<file path="src/sv/stl_pkg.sv">
// ----------------------------------------------------------------------------
// stl_pkg
// Shared types and constants for the source token lexer.
// ----------------------------------------------------------------------------
package stl_pkg;

    typedef enum logic [1:0] {
        MODE_IDLE  = 2'd0,
        MODE_NUM   = 2'd1,
        MODE_IDENT = 2'd2,
        MODE_OP    = 2'd3
    } mode_t;

    localparam logic [4:0] KIND_NUM      = 5'd14;
    localparam logic [4:0] KIND_IDENT    = 5'd15;
    localparam logic [4:0] KIND_KW_BASE  = 5'd16;
    localparam logic [4:0] KIND_EOF      = 5'd24;
    localparam logic [4:0] KIND_BAD      = 5'd25;
    localparam logic [4:0] KIND_OVERFLOW = 5'd26;
    localparam logic [4:0] KIND_OP_BASE  = 5'd8;

    localparam logic [62:0] VALUE_MAX = {63{1'b1}};
    // at this accumulator only digits up to 7 still fit
    localparam logic [62:0] ACC_SAFE  = 63'd922337203685477580;

    // text of the 14-byte keyword (kind 20)
    localparam logic [111:0] KW_LONG_TEXT = 112'h636865636b5f696e74657276616c;

    typedef struct packed {
        logic [4:0]  kind;
        logic [62:0] value;
        logic [31:0] line;
        logic [31:0] start;
        logic [15:0] len;
        logic        err;
        logic        last;
    } token_t;

    function automatic logic is_digit(input logic [7:0] c);
        return (c >= 8'h30) && (c <= 8'h39);
    endfunction

    function automatic logic is_word(input logic [7:0] c);
        return ((c >= 8'h61) && (c <= 8'h7a)) || ((c >= 8'h41) && (c <= 8'h5a))
            || (c == 8'h5f) || is_digit(c);
    endfunction

    // punctuation index, 8 when not punctuation
    function automatic logic [3:0] punct_index(input logic [7:0] c);
        case (c)
            8'h28:   return 4'd0;
            8'h29:   return 4'd1;
            8'h7b:   return 4'd2;
            8'h7d:   return 4'd3;
            8'h2c:   return 4'd4;
            8'h3b:   return 4'd5;
            8'h2b:   return 4'd6;
            8'h2d:   return 4'd7;
            default: return 4'd8;
        endcase
    endfunction

endpackage

</file>
<file path="src/sv/stl_fifo.sv">
// ----------------------------------------------------------------------------
// stl_fifo
// Small token queue between scanner and output side.
// ----------------------------------------------------------------------------
module stl_fifo
(
    input  logic            clk,
    input  logic            rst_n,
    input  logic            wr_en,
    input  stl_pkg::token_t wr_data,
    output logic [2:0]      free_cnt,
    input  logic            rd_en,
    output stl_pkg::token_t rd_data,
    output logic            empty
);
    import stl_pkg::*;

    token_t     mem_reg [4];
    logic [1:0] wp_reg;
    logic [1:0] rp_reg;
    logic [2:0] cnt_reg;
    logic [2:0] cnt_next;

    assign cnt_next = cnt_reg + {2'd0, wr_en} - {2'd0, rd_en};
    assign empty    = (cnt_reg == 3'd0);
    assign free_cnt = 3'd4 - cnt_reg;
    assign rd_data  = mem_reg[rp_reg];

    always_ff @(posedge clk or negedge rst_n)
    begin
        if (!rst_n)
        begin
            wp_reg  <= 2'd0;
            rp_reg  <= 2'd0;
            cnt_reg <= 3'd0;
        end
        else
        begin
            if (wr_en)
                wp_reg <= wp_reg + 2'd1;
            if (rd_en)
                rp_reg <= rp_reg + 2'd1;
            cnt_reg <= cnt_next;
        end
    end

    always_ff @(posedge clk)
    begin
        if (wr_en)
            mem_reg[wp_reg] <= wr_data;
    end

endmodule

</file>
<file path="src/sv/stl_scan.sv">
// ----------------------------------------------------------------------------
// stl_scan
// Byte classifier and scanner state; produces up to two tokens per byte.
// ----------------------------------------------------------------------------
module stl_scan
#(
    parameter int MAX_KEYWORD_BUFFER = 16
)
(
    input  logic            clk,
    input  logic            rst_n,
    input  logic            take,
    input  logic            cmd,
    input  logic [7:0]      ch,
    output logic [1:0]      tok_cnt,
    output stl_pkg::token_t tok0,
    output stl_pkg::token_t tok1
);
    import stl_pkg::*;

    mode_t       mode_reg,  mode_next;
    logic [1:0]  op_reg,    op_next;
    logic [62:0] acc_reg,   acc_next;
    logic        ovf_reg,   ovf_next;
    logic [15:0] len_reg,   len_next;
    logic [31:0] start_reg, start_next;
    logic [31:0] pos_reg,   pos_next;
    logic [31:0] line_reg,  line_next;
    logic        err_reg,   err_next;
    logic [7:0]  kw_match_reg;
    logic [7:0]  kw_match_next;

    logic [15:0] len_inc;
    logic [3:0]  pidx;
    logic [65:0] acc_x10;
    logic [4:0]  kw_kind;

    // keyword text, indexed [keyword][char]
    function automatic logic [7:0] kw_char(input int k, input int i);
        logic [8*14-1:0] s;
        case (k)
            0:       s = {"if", 96'd0};
            1:       s = {"else", 80'd0};
            2:       s = {"while", 72'd0};
            3:       s = {"input", 72'd0};
            4:       s = KW_LONG_TEXT;
            5:       s = {"nop", 88'd0};
            6:       s = {"call", 80'd0};
            default: s = {"function", 48'd0};
        endcase
        return s[8*(13-i) +: 8];
    endfunction

    function automatic logic [4:0] kw_len(input int k);
        case (k)
            0:       return 5'd2;
            1:       return 5'd4;
            2:       return 5'd5;
            3:       return 5'd5;
            4:       return 5'd14;
            5:       return 5'd3;
            6:       return 5'd4;
            default: return 5'd8;
        endcase
    endfunction

    assign len_inc = (len_reg == 16'hffff) ? len_reg : len_reg + 16'd1;
    assign pidx    = punct_index(ch);
    assign acc_x10 = {3'd0, acc_reg} * 66'd10 + {62'd0, ch[3:0]};

    always_comb
    begin
        kw_kind = KIND_IDENT;
        for (int k = 7; k >= 0; k--)
        begin
            if (kw_match_reg[k] && (len_reg == {11'd0, kw_len(k)})
                && (int'(kw_len(k)) <= MAX_KEYWORD_BUFFER))
                kw_kind = KIND_KW_BASE + 5'(k);
        end
    end

    always_comb
    begin
        token_t flush_tok;
        token_t start_tok;
        logic   has_flush;
        logic   has_start;
        logic   err_f;
        logic   do_start;

        mode_next     = mode_reg;
        op_next       = op_reg;
        acc_next      = acc_reg;
        ovf_next      = ovf_reg;
        len_next      = len_reg;
        start_next    = start_reg;
        pos_next      = pos_reg;
        line_next     = line_reg;
        err_next      = err_reg;
        kw_match_next = kw_match_reg;
        has_flush     = 1'b0;
        has_start     = 1'b0;
        do_start      = 1'b0;
        err_f         = err_reg;
        flush_tok     = '0;
        start_tok     = '0;

        flush_tok.line  = line_reg;
        flush_tok.start = start_reg;
        flush_tok.len   = len_reg;
        case (mode_reg)
            MODE_NUM:
            begin
                flush_tok.kind  = ovf_reg ? KIND_OVERFLOW : KIND_NUM;
                flush_tok.value = acc_reg;
                err_f           = err_reg | ovf_reg;
            end
            MODE_IDENT:
                flush_tok.kind = kw_kind;
            MODE_OP:
            begin
                flush_tok.kind = KIND_OP_BASE + {2'd0, op_reg, 1'b0};
                flush_tok.len  = 16'd1;
            end
            default:
                flush_tok.kind = KIND_EOF;
        endcase
        flush_tok.err = err_f;

        if (cmd)
        begin
            has_flush = (mode_reg != MODE_IDLE);
            mode_next = MODE_IDLE;
            err_next  = err_f;
            start_tok.kind  = KIND_EOF;
            start_tok.line  = line_reg;
            start_tok.start = pos_reg;
            start_tok.err   = err_f;
            has_start = 1'b1;
        end
        else
        begin
            pos_next = pos_reg + 32'd1;
            if ((mode_reg == MODE_NUM) && is_digit(ch))
            begin
                if (acc_reg > ACC_SAFE || (acc_reg == ACC_SAFE && ch[3:0] > 4'd7))
                begin
                    acc_next = VALUE_MAX;
                    ovf_next = 1'b1;
                end
                else
                    acc_next = acc_x10[62:0];
                len_next = len_inc;
            end
            else if ((mode_reg == MODE_IDENT) && is_word(ch))
            begin
                for (int k = 0; k < 8; k++)
                begin
                    if (len_reg < 16'(kw_len(k)) && len_reg < 16'd14)
                    begin
                        if (ch != kw_char(k, int'(len_reg[3:0])))
                            kw_match_next[k] = 1'b0;
                    end
                    else if (len_reg < 16'd14)
                        kw_match_next[k] = 1'b0;
                end
                len_next = len_inc;
            end
            else if ((mode_reg == MODE_OP) && (ch == 8'h3d))
            begin
                start_tok.kind  = KIND_OP_BASE + {2'd0, op_reg, 1'b1};
                start_tok.line  = line_reg;
                start_tok.start = start_reg;
                start_tok.len   = 16'd2;
                start_tok.err   = err_reg;
                has_start       = 1'b1;
                mode_next       = MODE_IDLE;
            end
            else
            begin
                has_flush = (mode_reg != MODE_IDLE);
                mode_next = MODE_IDLE;
                err_next  = err_f;
                do_start  = 1'b1;
            end
        end

        if (do_start)
        begin
            start_tok.line  = line_reg;
            start_tok.start = pos_reg;
            start_tok.len   = 16'd1;
            start_tok.err   = err_f;
            if (pidx != 4'd8)
            begin
                start_tok.kind = {1'b0, pidx};
                has_start      = 1'b1;
            end
            else if (ch == 8'h3d || ch == 8'h3e || ch == 8'h3c)
            begin
                mode_next  = MODE_OP;
                op_next    = (ch == 8'h3d) ? 2'd0 : (ch == 8'h3e) ? 2'd1 : 2'd2;
                start_next = pos_reg;
                len_next   = 16'd1;
            end
            else if (ch == 8'h20 || ch == 8'h09 || ch == 8'h0d)
            begin
                mode_next = MODE_IDLE;
            end
            else if (ch == 8'h0a)
            begin
                if (line_reg != 32'hffffffff)
                    line_next = line_reg + 32'd1;
            end
            else if (is_digit(ch))
            begin
                mode_next  = MODE_NUM;
                acc_next   = {59'd0, ch[3:0]};
                ovf_next   = 1'b0;
                start_next = pos_reg;
                len_next   = 16'd1;
            end
            else if (is_word(ch))
            begin
                mode_next  = MODE_IDENT;
                start_next = pos_reg;
                len_next   = 16'd1;
                for (int k = 0; k < 8; k++)
                    kw_match_next[k] = (ch == kw_char(k, 0));
            end
            else
            begin
                err_next        = 1'b1;
                start_tok.kind  = KIND_BAD;
                start_tok.value = {55'd0, ch};
                start_tok.err   = 1'b1;
                has_start       = 1'b1;
            end
        end

        start_tok.last = 1'b1;
        flush_tok.last = !has_start;
        tok_cnt = {1'b0, has_flush} + {1'b0, has_start};
        tok0    = has_flush ? flush_tok : start_tok;
        tok1    = start_tok;
    end

    always_ff @(posedge clk or negedge rst_n)
    begin
        if (!rst_n)
        begin
            mode_reg     <= MODE_IDLE;
            op_reg       <= 2'd0;
            acc_reg      <= '0;
            ovf_reg      <= 1'b0;
            len_reg      <= 16'd0;
            start_reg    <= 32'd0;
            pos_reg      <= 32'd0;
            line_reg     <= 32'd1;
            err_reg      <= 1'b0;
            kw_match_reg <= 8'd0;
        end
        else if (take)
        begin
            mode_reg     <= mode_next;
            op_reg       <= op_next;
            acc_reg      <= acc_next;
            ovf_reg      <= ovf_next;
            len_reg      <= len_next;
            start_reg    <= start_next;
            pos_reg      <= pos_next;
            line_reg     <= line_next;
            err_reg      <= err_next;
            kw_match_reg <= kw_match_next;
        end
    end

endmodule

</file>
<file path="src/sv/source_token_lexer.sv">
// ----------------------------------------------------------------------------
// source_token_lexer
// Streaming lexer: one source byte per word, tokens out through a queue.
// ----------------------------------------------------------------------------
// Throughput: one input word per cycle while full is low; a word that yields
// two tokens holds the input while its second token is written.
// A word's first token is written to the queue as the word is taken; a second token is registered and written after it.
// Input stalls (full) while the 4-entry token queue has fewer than two free
// slots or a second token is pending.
// Reset: asynchronous; queue empty, idle, line 1, offset 0.
module source_token_lexer
#(
    parameter int MAX_KEYWORD_BUFFER = 16
)
(
    input  logic        clk,
    input  logic        rst_n,
    input  logic        push,
    output logic        full,
    input  logic        cmd,
    input  logic [7:0]  ch,
    output logic        empty,
    input  logic        pop,
    output logic [4:0]  token_kind,
    output logic [62:0] number_value,
    output logic [31:0] line_number,
    output logic [31:0] token_start,
    output logic [15:0] token_length,
    output logic        had_error,
    output logic        last
);
    import stl_pkg::*;

    logic       take;
    logic [1:0] tok_cnt;
    token_t     tok0, tok1, head;
    logic [2:0] free_cnt;
    logic       ld_reg;
    token_t     t1_reg;
    logic       rd_en;
    logic       wr_en;
    token_t     wr_data;

    // second token of a word goes in the cycle after the first
    assign full  = (free_cnt < 3'd2) || ld_reg;
    assign take  = push && !full;
    assign wr_en = ld_reg || (take && tok_cnt != 2'd0);
    assign wr_data = ld_reg ? t1_reg : tok0;
    assign rd_en = pop && !empty;

    always_ff @(posedge clk or negedge rst_n)
    begin
        if (!rst_n)
            ld_reg <= 1'b0;
        else
            ld_reg <= take && (tok_cnt == 2'd2);
    end

    always_ff @(posedge clk)
    begin
        t1_reg <= tok1;
    end

    stl_scan #(.MAX_KEYWORD_BUFFER(MAX_KEYWORD_BUFFER)) u_scan
    (
        .clk     (clk),
        .rst_n   (rst_n),
        .take    (take),
        .cmd     (cmd),
        .ch      (ch),
        .tok_cnt (tok_cnt),
        .tok0    (tok0),
        .tok1    (tok1)
    );

    stl_fifo u_fifo
    (
        .clk      (clk),
        .rst_n    (rst_n),
        .wr_en    (wr_en),
        .wr_data  (wr_data),
        .free_cnt (free_cnt),
        .rd_en    (rd_en),
        .rd_data  (head),
        .empty    (empty)
    );

    assign token_kind   = head.kind;
    assign number_value = head.value;
    assign line_number  = head.line;
    assign token_start  = head.start;
    assign token_length = head.len;
    assign had_error    = head.err;
    assign last         = head.last;

endmodule
</file>
<file path="config.mk">
export PLATFORM = sky130hd
export DESIGN_NAME = source_token_lexer
export DESIGN_NICKNAME = d
export VERILOG_FILES = /design/src/sv/stl_pkg.sv /design/src/sv/stl_fifo.sv /design/src/sv/stl_scan.sv /design/src/sv/source_token_lexer.sv
export SDC_FILE = /design/constraint.sdc
export NUM_CORES = 1
export LEC_CHECK = 0
export ABC_AREA = 1
export ABC_CLOCK_PERIOD_IN_PS = 22400
export BUFFER_PORTS_ARGS = -buffer_cell sky130_fd_sc_hd__buf_2
export CORE_ASPECT_RATIO = 0.9
export CORE_MARGIN = 2
export CORE_UTILIZATION = 35
export CTS_CLUSTER_DIAMETER = 60
export DETAILED_ROUTE_END_ITERATION = 8
export GPL_ROUTABILITY_DRIVEN = 0
export PLACE_DENSITY = 0.49
export REMOVE_ABC_BUFFERS = 1
export SYNTH_ARGS = -nofsm -noshare
export SYNTH_HDL_FRONTEND = slang
export SYNTH_SLANG_ARGS = --single-unit
</file>
<file path="constraint.sdc">
create_clock -name clk -period 22.4 [get_ports clk]
set_input_delay 3.36 -clock clk [delete_from_list [all_inputs] [get_ports clk]]
set_output_delay 3.36 -clock clk [all_outputs]
set_load 0.02 [all_outputs]
</file>
==> results.ini <==
[outcome]
outcome = completed

[synthesis]
yosysUniqueCellTypes = 61
synthArstFlopShare_pct = 22.5
ys_warn_count = 0
synth_cells = 5338
synth_top_flop_cell = edfxtp_1
synth_edf_count = 600
synth_seq_cells = 877
synth.avg_cell_area_um2 = 8.64
syn_area_um2 = 46100
synth-seq-area-share_pct = 53.2

[clock_tree]
cts.sinks = 877
cts_made_buffers = 92
post_cts_buffers = 0
clock_path_buffers = 3
cts-root-buf = clkbuf_16
clk_pin_slew_ns = 0.06
htreeDepth = 3
cts_hold_buf = 0
worstSkewPairLatency_ns = 0.69
cts_resized = 0
cts_tree = built

[cells_and_area]
area_growth_syn_to_layout_pct = 12.3
final_cells = 7240
num-nets-final = 5584
drive_gt1_share_pct = 9.27
largest_reg_flops = 600

[drt]
final_antenna_net_count = 0
drt_iter0_drc = 3357
vias_per_cell = 5.16
dr.pass1.iters = 6
drt_wl_total_um = 147000
drcViolationCount = 0
vias = 37400
wl_per_cell_um = 20.3

[sta]
setup_viol = 0
tightest_slew_ns = 1.13
fin_setup_tns_ns = 0
layout_setup_ws_ns = 12.75
rsz0062_at_grt = no
maxSlewViolCount = 0
fin_crit_sh_pct = 43.1
min_period_ns = 9.65
hold_viol_final = 0
clock_skew_ns = 0.0201
maxSlewHeadroom_pct = 24.6
clock.fmax_ghz = 0.104

[worst_hold_path]
min_path_type = reg -> reg
min_from = u_scan.line_reg[20]
min_path_cells = 2
hold_end = u_scan.line_reg[20]

[global_route]
grt_pass1_wl_um = 223000
gr-usage-all-layers_pct = 21.5
grt_max_degree = 166
antenna_found_initial = 9
grt_overflow = 0
grt_pass1_vias = 35700

[die]
die_h_um = 348
initial_core_util_pct = 35.2
die_area_um2 = 135000
core_area_um2 = 131000
num_rows = 126
die_x_um = 387
ios = 165

[pwr]
peakVddDrop_mv = 0.118
power_leakage_nw = 21.2
power.density_nw_per_um2 = 137
finalPower_mw = 7.11

[worst_setup_path]
reg2regPathDepth = 18
reg2reg_from = u_scan.mode_reg[0]
cpMostUsedCell = nand2_1
crit_buf_inv = 8
max_stage_delay_ns = 0.73
r2r_end = u_fifo.mem_reg[2][70]
critical_path.slowest_cell = buf_4
critPathTopFamily = buffers and inverters
crit_path_end_kind = register
worst-endpoint-required_ns = 22.70
cp.arrival_ns = 9.95
crit_chain = buf_2, inv_2, nand2_1, nor2_1, o311ai_4, nor2_1, nand2_2, buf_4, nand2_4, inv_2, nand2_4, nor2_8, inv_4, nand2_1, nand2_1, nand2_1, inv_2, nor2_4, buf_4, buf_4
startpoint_type = input pin
critPathKind = in -> reg
cp_max_fo = 60
rrSetupSlack_ns = 15.84

[placement]
place_hpwl_um = 101000
dp.cells = 7065
io_buffers = 164
place_ws_ns = 11.92

[run]
maxCapViolCount = 0

[per-layer routing]
layer | up-vias | global-route usage, % | part of all wire, %
met4 | 12 | 4.89 | 2.0
met3 | 177 | 3.69 | 6.6
met1 | 18000 | 32.2 | 49
met2 | 1139 | 32.1 | 43
met5 | - | 0 | 0.056
li1 | 18100 | - | -
[metrics by stage]
| stage | hold slack (ns) | area (um^2) | util, % |
|---|---|---|---|
| global placement | 0.449 | 48600 | 37.1 |
| detailed placement | 0.461 | 48600 | 37.1 |
| global route | 0.496 | 51800 | 39.5 |
| finish | 0.478 | 51800 | 39.5 |
| CTS | 0.478 | 51800 | 39.5 |
| floorplan | 0.427 | 45300 | - |
[where the power goes]
| group | leakage (nW) | internal [mW] | switching (mW) |
|---|---|---|---|
| clock network | 1.52 | 0.911 | 0.665 |
| registers | 8.60 | 2.34 | 0.213 |
| logic | 11.1 | 0.752 | 2.24 |
| total | 21.2 | 4.00 | 3.11 |
[worst max-delay path by stage]
stage                     startpoint                     end  slack, ns  depth (start not counted)
floorplan           u_fifo.rp_reg[0]               had_error       7.91                          3
finish                         ch[2]   u_fifo.mem_reg[2][70]      12.75                         20
detailed placement             ch[2]  u_fifo.mem_reg[2][105]      11.92                         20
global placement               ch[2]  u_fifo.mem_reg[0][105]      12.01                         20
CTS                            ch[2]   u_fifo.mem_reg[0][68]      12.68                         20
global route                   ch[2]   u_fifo.mem_reg[2][68]      12.23                         20
[cells by family (layout without fill, tap and decap cells)]
| group | after synthesis | in the layout | share of synthesized area, % |
|---|---|---|---|
| compound gates | 953 | 953 | 11.2 |
| other cells | 0 | 1 | 0 |
| xor+xnor | 133 | 133 | 2.53 |
| buf+inv | 823 | 996 | 6.84 |
| flops | 877 | 877 | 53.2 |
| simple gates | 2412 | 2412 | 22.4 |
| fa+ha+maj | 140 | 140 | 3.85 |
[cell usage in the layout, fill, tap and decap left out, types with 5 or more instances in the layout]
cell / count
a21oi_1: 150
a31oi_1: 11
buf_2: 163
buf_4: 33
bufinv_16: 8
clkbuf_1: 23
clkbuf_16: 94
clkbuf_8: 11
clkinv_1: 9
clkinv_2: 16
clkinvlp_4: 8
dfrtp_1: 193
dfxtp_1: 80
edfxtp_1: 600
ha_1: 137
inv_1: 584
inv_2: 30
nand2_1: 1167
nand2_2: 30
nand2_4: 6
nand3_1: 211
nand3_2: 11
nand3b_1: 13
nand4_1: 60
nor2_1: 685
nor2_2: 34
nor2_4: 17
nor3_1: 118
nor3_2: 15
nor4_1: 31
o2111ai_1: 5
o211ai_1: 14
o21ai_0: 524
o21ai_1: 59
o21bai_1: 6
o22ai_1: 156
xnor2_1: 21
xor2_1: 112
[synthesized netlist by cell type, types with 60 or more instances]
| library cell | instances | area [um^2] |
|---|---|---|
| nor2_1 | 691 | 2590 |
| dfxtp_1 | 80 | 1600 |
| clkbuf_1 | 159 | 597 |
| o22ai_1 | 156 | 976 |
| ha_1 | 137 | 1710 |
| o21ai_0 | 524 | 2620 |
| nand2_1 | 1171 | 4400 |
| xor2_1 | 112 | 981 |
| a21oi_1 | 151 | 756 |
| dfrtp_1 | 196 | 4900 |
| nand3_1 | 211 | 1060 |
| nand4_1 | 60 | 375 |
| nor3_1 | 118 | 591 |
| inv_1 | 586 | 2200 |
| edfxtp_1 | 600 | 18000 |
[worst register-to-register path, stage by stage (launching register included)]
cell and delay (ns):
dfrtp_1 0.42, inv_1 0.09, nor2_1 0.06, inv_1 0.14, nor2_1 0.10, nand2_2 0.07, buf_4 0.59, nand2_4 0.46
inv_2 0.26, nand2_4 0.31, nor2_8 0.71, inv_4 0.45, nand2_1 0.17, nand2_1 0.06, nand2_1 0.15, inv_2 0.17
nor2_4 0.59, buf_4 0.53, buf_4 0.75
[cell type report]
class / count / area (um^2)
repair buffers: 198 / 1100
flip-flops and latches: 877 / 24600
diodes: 1 / 2.50
clock buffers: 128 / 2590
multi-input cells: 3638 / 18500
inverters: 624 / 2360
clock inverters: 46 / 548
well taps: 1728 / 2160
fillers: 13200 / 79200
(Power assumes the default switching activity.)
